**src/rtl/ppm_pkg.sv**
```systemverilog
package ppm_pkg;

  localparam int INTERVAL_W = 16;
  localparam int DUTY_W     = 11;
  localparam int IDX_W      = 4;
  localparam int POS_W      = 4;
  localparam int CFG_IDX_W  = 2;
  localparam int CFG_DATA_W = 16;

  // (w - min) * 1000 needs 26 bits; the quotient never exceeds 1000
  localparam int PROD_W    = 26;
  localparam int DIV_BITS  = 10;
  localparam int DIV_CNT_W = $clog2(DIV_BITS);

  localparam logic [DUTY_W-1:0]   DUTY_BASE = 11'd1000;
  localparam logic [DIV_BITS-1:0] DUTY_SPAN = 10'd1000;

  localparam logic [CFG_IDX_W-1:0] REG_PULSE_MIN = 2'd0;
  localparam logic [CFG_IDX_W-1:0] REG_PULSE_MAX = 2'd1;
  localparam logic [CFG_IDX_W-1:0] REG_SYNC_LOW  = 2'd2;
  localparam logic [CFG_IDX_W-1:0] REG_SYNC_HIGH = 2'd3;

  localparam logic [INTERVAL_W-1:0] PULSE_MIN_RST = 16'd1000;
  localparam logic [INTERVAL_W-1:0] PULSE_MAX_RST = 16'd2000;
  localparam logic [INTERVAL_W-1:0] SYNC_LOW_RST  = 16'd2000;
  localparam logic [INTERVAL_W-1:0] SYNC_HIGH_RST = 16'd12000;

  typedef struct packed {
    logic accept;     // input transfer this cycle
    logic rd;         // read stored interval of current channel
    logic mul;        // register offset * DUTY_SPAN
    logic div_load;   // seed the divider
    logic div_step;   // one restoring step
    logic load_stat;  // load status result into output register
    logic load_chan;  // load channel result into output register
    logic last;       // channel result is the final one
  } ctrl_cmd_t;

  typedef struct packed {
    logic close_ok;   // accepted interval closes a frame with all channels valid
    logic out_free;   // output register can take a result this cycle
  } dp_stat_t;

endpackage

```
**src/rtl/ppm_in_if.sv**
```systemverilog
interface ppm_in_if;
  logic                             valid;
  logic                             ready;
  logic [ppm_pkg::INTERVAL_W-1:0]   interval;

  modport source (output valid, output interval, input ready);
  modport sink   (input valid, input interval, output ready);
endinterface

```
**src/rtl/ppm_out_if.sv**
```systemverilog
interface ppm_out_if;
  logic                         valid;
  logic                         ready;
  logic                         kind;
  logic [ppm_pkg::IDX_W-1:0]    channel_index;
  logic [ppm_pkg::DUTY_W-1:0]   duty;
  logic                         sync_error;
  logic [ppm_pkg::POS_W-1:0]    frame_position;
  logic                         last;

  modport source (output valid, output kind, output channel_index, output duty,
                  output sync_error, output frame_position, output last,
                  input ready);
  modport sink   (input valid, input kind, input channel_index, input duty,
                  input sync_error, input frame_position, input last,
                  output ready);
endinterface

```
**src/rtl/ppm_frame_decoder.sv**
```systemverilog
// PPM frame decoder.
// in_ch carries one captured interval (timer ticks) per transfer; out_ch
// carries results. Each accepted interval yields either one status result
// (kind 0) or, when it closes a frame whose channels were all in range,
// CHANNELS channel results (kind 1, index 1..CHANNELS, duty 1000..2000),
// with last marking the final result of that interval.
// Registers pulse_min, pulse_max, sync_low, sync_high are written through
// cfg_we/cfg_index/cfg_data, one per cycle; the user must write them only
// while the block is idle. The block itself does not enforce this. A status
// result is loaded from the status state once the output register is free.
// Each channel result passes store read, multiply, divider seed, 10 one-bit
// divider steps and the output load, in turn on the one shared divider.
// in_ch.ready is high only while the sequencer is idle; one interval may be
// taken while the previous result still waits in the output register.
// If out_ch.ready stays low, the output register holds its result and the
// sequencer parks until it drains. Reset (rst_n low, synchronous) closes any
// open frame, clears the error flag and restores the register defaults.
module ppm_frame_decoder #(
  parameter int CHANNELS = 8
) (
  input  logic                                clk,
  input  logic                                rst_n,
  input  logic                                cfg_we,
  input  logic [ppm_pkg::CFG_IDX_W-1:0]       cfg_index,
  input  logic [ppm_pkg::CFG_DATA_W-1:0]      cfg_data,
  ppm_in_if.sink                              in_ch,
  ppm_out_if.source                           out_ch
);

  localparam int CW = $clog2(CHANNELS + 1);

  ppm_pkg::ctrl_cmd_t cmd;
  ppm_pkg::dp_stat_t  stat;
  logic [CW-1:0]      ch;
  logic               in_ready;

  assign in_ch.ready = in_ready;

  ppm_ctrl #(.CHANNELS(CHANNELS)) u_ctrl (
    .clk      (clk),
    .rst_n    (rst_n),
    .in_valid (in_ch.valid),
    .in_ready (in_ready),
    .stat     (stat),
    .cmd      (cmd),
    .ch       (ch)
  );

  ppm_dp #(.CHANNELS(CHANNELS)) u_dp (
    .clk                (clk),
    .rst_n              (rst_n),
    .cfg_we             (cfg_we),
    .cfg_index          (cfg_index),
    .cfg_data           (cfg_data),
    .in_interval        (in_ch.interval),
    .cmd                (cmd),
    .ch                 (ch),
    .stat               (stat),
    .out_ready          (out_ch.ready),
    .out_valid          (out_ch.valid),
    .out_kind           (out_ch.kind),
    .out_channel_index  (out_ch.channel_index),
    .out_duty           (out_ch.duty),
    .out_sync_error     (out_ch.sync_error),
    .out_frame_position (out_ch.frame_position),
    .out_last           (out_ch.last)
  );

endmodule

```
**src/rtl/ppm_ctrl.sv**
```systemverilog
module ppm_ctrl #(
  parameter int CHANNELS = 8
) (
  input  logic                  clk,
  input  logic                  rst_n,
  input  logic                  in_valid,
  output logic                  in_ready,
  input  ppm_pkg::dp_stat_t     stat,
  output ppm_pkg::ctrl_cmd_t    cmd,
  output logic [$clog2(CHANNELS+1)-1:0] ch
);

  localparam int CW = $clog2(CHANNELS + 1);

  localparam logic [2:0] S_IDLE = 3'd0;
  localparam logic [2:0] S_STAT = 3'd1;
  localparam logic [2:0] S_RD   = 3'd2;
  localparam logic [2:0] S_MUL  = 3'd3;
  localparam logic [2:0] S_LOAD = 3'd4;
  localparam logic [2:0] S_DIV  = 3'd5;
  localparam logic [2:0] S_EMIT = 3'd6;

  logic [2:0]                      state_r, state_nxt;
  logic [CW-1:0]                   ch_r, ch_nxt;
  logic [ppm_pkg::DIV_CNT_W-1:0]   it_r, it_nxt;
  logic                            ch_last;

  assign in_ready = (state_r == S_IDLE);
  assign ch       = ch_r;
  assign ch_last  = (ch_r == CW'(CHANNELS));

  always_comb begin
    state_nxt = state_r;
    ch_nxt    = ch_r;
    it_nxt    = it_r;
    cmd       = '0;
    cmd.last  = ch_last;
    case (state_r)
      S_IDLE: begin
        if (in_valid) begin
          cmd.accept = 1'b1;
          if (stat.close_ok) begin
            ch_nxt    = CW'(1);
            state_nxt = S_RD;
          end else begin
            state_nxt = S_STAT;
          end
        end
      end
      S_STAT: begin
        if (stat.out_free) begin
          cmd.load_stat = 1'b1;
          state_nxt     = S_IDLE;
        end
      end
      S_RD: begin
        cmd.rd    = 1'b1;
        state_nxt = S_MUL;
      end
      S_MUL: begin
        cmd.mul   = 1'b1;
        state_nxt = S_LOAD;
      end
      S_LOAD: begin
        cmd.div_load = 1'b1;
        it_nxt       = '0;
        state_nxt    = S_DIV;
      end
      S_DIV: begin
        cmd.div_step = 1'b1;
        it_nxt       = it_r + 1'b1;
        if (it_r == ppm_pkg::DIV_CNT_W'(ppm_pkg::DIV_BITS - 1)) begin
          state_nxt = S_EMIT;
        end
      end
      S_EMIT: begin
        if (stat.out_free) begin
          cmd.load_chan = 1'b1;
          if (ch_last) begin
            state_nxt = S_IDLE;
          end else begin
            ch_nxt    = ch_r + 1'b1;
            state_nxt = S_RD;
          end
        end
      end
      default: begin
        state_nxt = S_IDLE;
      end
    endcase
  end

  always_ff @(posedge clk) begin
    if (!rst_n) begin
      state_r <= S_IDLE;
      ch_r    <= '0;
      it_r    <= '0;
    end else begin
      state_r <= state_nxt;
      ch_r    <= ch_nxt;
      it_r    <= it_nxt;
    end
  end

endmodule

```
**src/rtl/ppm_dp.sv**
```systemverilog
module ppm_dp #(
  parameter int CHANNELS = 8
) (
  input  logic                                 clk,
  input  logic                                 rst_n,
  input  logic                                 cfg_we,
  input  logic [ppm_pkg::CFG_IDX_W-1:0]        cfg_index,
  input  logic [ppm_pkg::CFG_DATA_W-1:0]       cfg_data,
  input  logic [ppm_pkg::INTERVAL_W-1:0]       in_interval,
  input  ppm_pkg::ctrl_cmd_t                   cmd,
  input  logic [$clog2(CHANNELS+1)-1:0]        ch,
  output ppm_pkg::dp_stat_t                    stat,
  input  logic                                 out_ready,
  output logic                                 out_valid,
  output logic                                 out_kind,
  output logic [ppm_pkg::IDX_W-1:0]            out_channel_index,
  output logic [ppm_pkg::DUTY_W-1:0]           out_duty,
  output logic                                 out_sync_error,
  output logic [ppm_pkg::POS_W-1:0]            out_frame_position,
  output logic                                 out_last
);

  localparam int CW = $clog2(CHANNELS + 1);
  localparam int IW = ppm_pkg::INTERVAL_W;
  localparam int QW = ppm_pkg::DIV_BITS;

  // configuration
  logic [IW-1:0] pmin_r, pmax_r, slow_r, shigh_r;

  always_ff @(posedge clk) begin
    if (!rst_n) begin
      pmin_r  <= ppm_pkg::PULSE_MIN_RST;
      pmax_r  <= ppm_pkg::PULSE_MAX_RST;
      slow_r  <= ppm_pkg::SYNC_LOW_RST;
      shigh_r <= ppm_pkg::SYNC_HIGH_RST;
    end else if (cfg_we) begin
      case (cfg_index)
        ppm_pkg::REG_PULSE_MIN: pmin_r  <= cfg_data;
        ppm_pkg::REG_PULSE_MAX: pmax_r  <= cfg_data;
        ppm_pkg::REG_SYNC_LOW:  slow_r  <= cfg_data;
        ppm_pkg::REG_SYNC_HIGH: shigh_r <= cfg_data;
        default: ;
      endcase
    end
  end

  // frame tracking
  logic          in_frame_r, err_r;
  logic [CW-1:0] slot_r, vc_r, vc_inc;
  logic          big, sync_ok, frame_n, err_n, cnt_hit, closing;

  always_comb begin
    big     = in_interval > pmax_r;
    sync_ok = (in_interval > slow_r) && (in_interval <= shigh_r);
    frame_n = in_frame_r | (big & sync_ok);
    err_n   = big ? ~sync_ok : err_r;
    cnt_hit = (slot_r != '0) && (in_interval <= pmax_r) && (in_interval >= pmin_r);
    vc_inc  = vc_r + CW'(cnt_hit);
    closing = frame_n && (slot_r == CW'(CHANNELS));
  end

  assign stat.close_ok = closing && (vc_inc == CW'(CHANNELS));
  assign stat.out_free = !out_valid || out_ready;

  always_ff @(posedge clk) begin
    if (!rst_n) begin
      in_frame_r <= 1'b0;
      err_r      <= 1'b0;
      slot_r     <= '0;
      vc_r       <= '0;
    end else if (cmd.accept) begin
      err_r <= err_n;
      if (closing) begin
        in_frame_r <= 1'b0;
        slot_r     <= '0;
        vc_r       <= '0;
      end else if (frame_n) begin
        in_frame_r <= 1'b1;
        slot_r     <= slot_r + 1'b1;
        vc_r       <= vc_inc;
      end
    end
  end

  // interval store, slot 0 holds the sync interval
  logic [IW-1:0] store_mem [CHANNELS+1];
  logic [IW-1:0] rd_data_r;

  always_ff @(posedge clk) begin
    if (cmd.accept && frame_n) begin
      store_mem[slot_r] <= in_interval;
    end
    if (cmd.rd) begin
      rd_data_r <= store_mem[ch];
    end
  end

  // clamp and multiply
  logic                       degenerate;
  logic [IW-1:0]              w_cl, off, span;
  logic [ppm_pkg::PROD_W-1:0] prod_r;

  always_comb begin
    degenerate = pmax_r <= pmin_r;
    if (rd_data_r < pmin_r) begin
      w_cl = pmin_r;
    end else if (rd_data_r > pmax_r) begin
      w_cl = pmax_r;
    end else begin
      w_cl = rd_data_r;
    end
    off  = w_cl - pmin_r;
    span = pmax_r - pmin_r;
  end

  always_ff @(posedge clk) begin
    if (cmd.mul) begin
      prod_r <= ppm_pkg::PROD_W'(off) * ppm_pkg::PROD_W'(ppm_pkg::DUTY_SPAN);
    end
  end

  // restoring divider, quotient bits shift in as dividend bits shift out
  logic [IW-1:0] rem_r;
  logic [QW-1:0] quo_r;
  logic [IW:0]   trial, trial_sub;
  logic          ge;

  always_comb begin
    trial     = {rem_r, quo_r[QW-1]};
    trial_sub = trial - {1'b0, span};
    ge        = trial >= {1'b0, span};
  end

  always_ff @(posedge clk) begin
    if (cmd.div_load) begin
      rem_r <= prod_r[ppm_pkg::PROD_W-1:QW];
      quo_r <= prod_r[QW-1:0];
    end else if (cmd.div_step) begin
      rem_r <= ge ? trial_sub[IW-1:0] : trial[IW-1:0];
      quo_r <= {quo_r[QW-2:0], ge};
    end
  end

  // output register
  logic [CW+ppm_pkg::IDX_W-1:0] ch_ext;
  logic [CW+ppm_pkg::POS_W-1:0] slot_ext;
  logic [ppm_pkg::DUTY_W-1:0]   duty_calc;

  assign ch_ext    = {{ppm_pkg::IDX_W{1'b0}}, ch};
  assign slot_ext  = {{ppm_pkg::POS_W{1'b0}}, slot_r};
  assign duty_calc = ppm_pkg::DUTY_BASE +
                     (degenerate ? '0 : ppm_pkg::DUTY_W'(quo_r));

  logic out_valid_r;
  assign out_valid = out_valid_r;

  always_ff @(posedge clk) begin
    if (!rst_n) begin
      out_valid_r <= 1'b0;
    end else if (cmd.load_stat || cmd.load_chan) begin
      out_valid_r <= 1'b1;
    end else if (out_ready) begin
      out_valid_r <= 1'b0;
    end
  end

  always_ff @(posedge clk) begin
    if (cmd.load_stat || cmd.load_chan) begin
      out_sync_error     <= err_r;
      out_frame_position <= slot_ext[ppm_pkg::POS_W-1:0];
    end
    if (cmd.load_stat) begin
      out_kind          <= 1'b0;
      out_channel_index <= '0;
      out_duty          <= '0;
      out_last          <= 1'b1;
    end else if (cmd.load_chan) begin
      out_kind          <= 1'b1;
      out_channel_index <= ch_ext[ppm_pkg::IDX_W-1:0];
      out_duty          <= duty_calc;
      out_last          <= cmd.last;
    end
  end

endmodule

```
**src/flat_wrapper.sv**
```systemverilog
// flat-port wrapper written by rule: the top's interface ports become plain ports
module ppm_frame_decoder_flat 
#(
  parameter int CHANNELS = 8
)
  (clk, rst_n, cfg_we, cfg_index, cfg_data, in_ch_valid, in_ch_interval, in_ch_ready, out_ch_valid, out_ch_kind, out_ch_channel_index, out_ch_duty, out_ch_sync_error, out_ch_frame_position, out_ch_last, out_ch_ready);
  ppm_in_if in_ch_i ();
  ppm_out_if out_ch_i ();
  input  logic clk;
  input  logic rst_n;
  input  logic cfg_we;
  input  logic [ppm_pkg::CFG_IDX_W-1:0] cfg_index;
  input  logic [ppm_pkg::CFG_DATA_W-1:0] cfg_data;
  input wire logic [$bits(in_ch_i.valid)-1:0] in_ch_valid;
  input wire logic [$bits(in_ch_i.interval)-1:0] in_ch_interval;
  output wire logic [$bits(in_ch_i.ready)-1:0] in_ch_ready;
  output wire logic [$bits(out_ch_i.valid)-1:0] out_ch_valid;
  output wire logic [$bits(out_ch_i.kind)-1:0] out_ch_kind;
  output wire logic [$bits(out_ch_i.channel_index)-1:0] out_ch_channel_index;
  output wire logic [$bits(out_ch_i.duty)-1:0] out_ch_duty;
  output wire logic [$bits(out_ch_i.sync_error)-1:0] out_ch_sync_error;
  output wire logic [$bits(out_ch_i.frame_position)-1:0] out_ch_frame_position;
  output wire logic [$bits(out_ch_i.last)-1:0] out_ch_last;
  input wire logic [$bits(out_ch_i.ready)-1:0] out_ch_ready;
  assign in_ch_i.valid = in_ch_valid;
  assign in_ch_i.interval = in_ch_interval;
  assign in_ch_ready = in_ch_i.ready;
  assign out_ch_valid = out_ch_i.valid;
  assign out_ch_kind = out_ch_i.kind;
  assign out_ch_channel_index = out_ch_i.channel_index;
  assign out_ch_duty = out_ch_i.duty;
  assign out_ch_sync_error = out_ch_i.sync_error;
  assign out_ch_frame_position = out_ch_i.frame_position;
  assign out_ch_last = out_ch_i.last;
  assign out_ch_i.ready = out_ch_ready;
  ppm_frame_decoder #(.CHANNELS(CHANNELS)) u_core (.clk(clk), .rst_n(rst_n), .cfg_we(cfg_we), .cfg_index(cfg_index), .cfg_data(cfg_data), .in_ch(in_ch_i), .out_ch(out_ch_i));
endmodule
```
**config.mk**
```make
export PLATFORM = sky130hd
export DESIGN_NAME = ppm_frame_decoder_flat
export DESIGN_NICKNAME = d
export VERILOG_FILES = /design/src/rtl/ppm_pkg.sv /design/src/rtl/ppm_in_if.sv /design/src/rtl/ppm_out_if.sv /design/src/rtl/ppm_frame_decoder.sv /design/src/rtl/ppm_ctrl.sv /design/src/rtl/ppm_dp.sv /design/src/flat_wrapper.sv
export SDC_FILE = /design/constraint.sdc
export NUM_CORES = 1
export LEC_CHECK = 0
export BUFFER_PORTS_ARGS = -buffer_cell sky130_fd_sc_hd__buf_2
export CAP_MARGIN = 20
export CORE_ASPECT_RATIO = 2
export CORE_MARGIN = 2
export CORE_UTILIZATION = 57
export DETAILED_ROUTE_END_ITERATION = 10
export GPL_ROUTABILITY_DRIVEN = 0
export MAX_ROUTING_LAYER = met4
export PLACE_DENSITY_LB_ADDON = 0.2
export SYNTH_ARGS = -nofsm -noshare
export SYNTH_HDL_FRONTEND = slang
export SYNTH_SLANG_ARGS = --single-unit
```
**constraint.sdc**
```tcl
create_clock -name clk -period 9 [get_ports clk]
set_input_delay 0.9 -clock clk [delete_from_list [all_inputs] [get_ports clk]]
set_output_delay 0.9 -clock clk [all_outputs]
set_load 0.05 [all_outputs]
```
==> out/qor.yml <==
global_route:
  grt_pass1_vias: 14400
  grt_pass1_wl_mm: 75.6
  antenna_found_initial: 2
  grt_max_degree: 52
  grtUsageTotal_pct: 28.5
  grt-ovfl-total: 0
timing:
  fin_setup_tns_ps: 0
  max_clock_freq_mhz: 119
  fin_crit_sh_pct: 93.7
  hold_viol: 0
  timing.hold.ws_ps: 440
  rsz0062_at_grt: "false"
  slew_viol_final: 0
  min_period_ps: 8430
  finalSetupViolCount: 0
  relSlewSlack_pct: 24.0
  clock_skew_ps: 27.5
  fin_ws_ps: 566
  worst_slew_pin_slew_ps: 1130
critical_path:
  cp.required_ps: 9320
  r2r_start: "u_core.u_dp.pmax_r[11]"
  r2r_cells: 36
  cp_slowest_cell: "fa_1"
  cp_common_cell: "inv_1"
  slowest_delay_ps: 530
  r2r-end: "u_core.u_dp.prod_r[22]"
  crit_type: "flop to flop"
  critPathLaunchType: "flop"
  critPathArrivalTime_ps: 8750
  crit_fanout: 9
  endpoint_kind: "flop"
  rrSetupSlack_ps: 570
finish:
  final_util_pct: 63.1
  layout.nets: 2176
  drive_above_1_share_pct: 9.75
  synthToLayoutAreaGrowth_pct: 9.69
  fillerInstances: 2771
floorplanning:
  coreArea_um2: 33500
  die_area_um2: 35400
  initial_core_util_pct: 57.5
  die_height_um: 264
  ioPinCount: 63
  rows: 95
  die_x_um: 134
power_and_ir_drop:
  p_leak_nw: 8.45
  vdd_drop_max_mv: 0.596
  p_per_area_nw_per_um2: 410
  total_power_mw: 8.66
detailed_routing:
  met2WireLength_mm: 26.8
  vias: 13900
  wl_met1_mm: 15.8
  drc_errors: 0
  drt_first_pass_iters: 6
  wl_per_cell_um: 20.7
  wl_mm: 48.6
  wl_met3_mm: 1.59
  avgViaCountPerCell: 5.94
  drt_iter0_drc: 744
  ant_nets: 0
  top_layer_used: "met4"
status:
  outcome: "finished clean"
yosys:
  synth_flop_cell: "edfxtp_1"
  syn_area_per_cell_um2: 10.6
  yosys_warnings: 0
  synthCells: 1822
  ys_ff_latch: 317
  seq_area_frac_synth_pct: 44.0
  async_flop_share_pct: 0
  synth_cell_types: 67
  syn_nets: 2113
  netlist_area_um2: 19300
  synth-edff-count: 214
hold_path:
  hold_depth: 2
  hold_start: "u_core.u_dp.out_kind"
  min_path_type: "flop to flop"
  holdPathEnd: "u_core.u_dp.out_kind"
cts:
  clockBufferDepth: 3
  root_buffer: "clkbuf_16"
  cts_buffers: 29
  clk_pin_slew_ps: 70
  h-tree-depth: 1
  cts.sinks: 317
  clock_latency_ps: 590
  cts_tree: "yes"
place:
  hpwl_mm: 37.8
  io_buffers: 62
  pre_cts_ws_ps: 239
run:
  drv_cap: 0
[cell families after synthesis]
family	Yosys count	synth area share [%]
simple gates	483	11.5
compound gates	399	12.7
flops	317	44.0
fa+ha+maj	254	18.4
buf+inv	227	4.43
xor+xnor	78	3.54
mux	64	5.40
[critical path: cells and delay by family, from the launching register on]
family,cells,cell delay (ps)
adder cells (fa/ha/maj),8,3210
flip-flops,1,400
AND/OR/NAND/NOR,6,1050
XOR/XNOR,2,270
buffers and inverters,6,390
AO/OA/AOI/OAI,14,2860
[report_power, final]
group | leakage (nW) | internal, mW | switching (mW)
logic | 5.24 | 2.35 | 3.11
registers | 2.77 | 1.91 | 0.0269
clock network | 0.442 | 0.685 | 0.574
[cells in the mapped netlist, drive strengths merged, types with 11 or more instances]
cell type	number	area, um2
a21o	31	233
mux4	32	721
xor2	28	245
nor3	18	90.1
dfxtp	103	2060
nor2	70	263
ha	202	2530
o211ai	36	270
nand3	31	155
clkbuf	47	176
and2	13	81.3
mux2i	32	320
edfxtp	214	6430
and3	12	75.1
a21oi	153	769
fa	50	1000
nand4	20	125
o21ai	85	425
inv	173	649
a31oi	15	93.8
o21a	11	82.6
nand2b	15	93.8
xnor2	50	438
nand2	247	927
nor2b	17	106
[metrics by stage]
step,instances,area (um2)
after floorplan,1822,19300
after detailed placement,2289,20100
after CTS,2342,21100
after global routing,2345,21100
after global placement,2289,20100
final,2345,21100
[what timing repair did]
item | CTS | global route
setup endpoints to repair | 0 | 6
setup buffers | 0 | 0
resized for setup | 0 | 9
hold buffers | 0 | 0
[worst max path at each step]
stage	start	to	slack (ps)	cells past startpoint
2_1_floorplan	u_core.u_dp.rd_data_r[4]	u_core.u_dp.prod_r[25]	550	32
3_3_place_gp	u_core.u_dp.pmax_r[11]	u_core.u_dp.prod_r[25]	390	33
6_report	u_core.u_dp.pmax_r[11]	u_core.u_dp.prod_r[22]	570	36
5_1_grt	u_core.u_dp.pmax_r[11]	u_core.u_dp.prod_r[22]	40	35
4_1_cts	u_core.u_dp.pmax_r[11]	u_core.u_dp.prod_r[25]	210	33
3_5_place_dp	u_core.u_dp.pmax_r[11]	u_core.u_dp.prod_r[25]	240	33
[routing by layer]
layer	up-vias	global-route usage (%)
met3	178	3.20
met2	350	52.9
met5	-	-
met4	0	21.3
met1	6747	26.0
li1	6666	-
[flip-flops by register name, indices dropped and copies added, names as in the netlist, 3 cells and up]
name	flops
u_core.u_dp.store_mem	144
u_core.u_dp.prod_r	23
u_core.u_dp.pmax_r	16
u_core.u_dp.pmin_r	16
u_core.u_dp.rd_data_r	16
u_core.u_dp.rem_r	16
u_core.u_dp.shigh_r	16
u_core.u_dp.slow_r	16
u_core.u_dp.out_duty	11
u_core.u_dp.quo_r	10
u_core.u_ctrl.ch	4
u_core.u_ctrl.it_r	4
u_core.u_dp.out_channel_index	4
u_core.u_dp.out_frame_position	4
u_core.u_dp.slot_r	4
u_core.u_dp.vc_r	4
u_core.u_ctrl.state_r	3
[final cells by class]
cell class                      count  area (um2)  share of cell area (%)
Antenna cell                        2        5.00                  0.0237
Clock buffer                       32         737                    3.49
Clock inverter                     21         221                    1.05
Inverter                          173         649                    3.07
Multi-Input combinational cell   1278       10000                    47.3
Sequential cell                   317        8490                    40.1
Tap cell                          436         546                    2.58
Timing Repair Buffer               86         490                    2.32
[layout by cell type (no fill, tap or decap), drive strengths merged, types with 18 or more instances in the layout]
| cell type | count |
|---|---|
| o21ai | 85 |
| a21o | 31 |
| edfxtp | 214 |
| ha | 202 |
| nand3 | 31 |
| inv | 176 |
| nand2 | 247 |
| mux2i | 32 |
| buf | 86 |
| nand4 | 20 |
| nor3 | 18 |
| fa | 50 |
| clkbuf | 32 |
| nor2 | 70 |
| o211ai | 36 |
| mux4 | 32 |
| xor2 | 28 |
| xnor2 | 50 |
| dfxtp | 103 |
| a21oi | 153 |
Power figures use the tool's default switching activity.
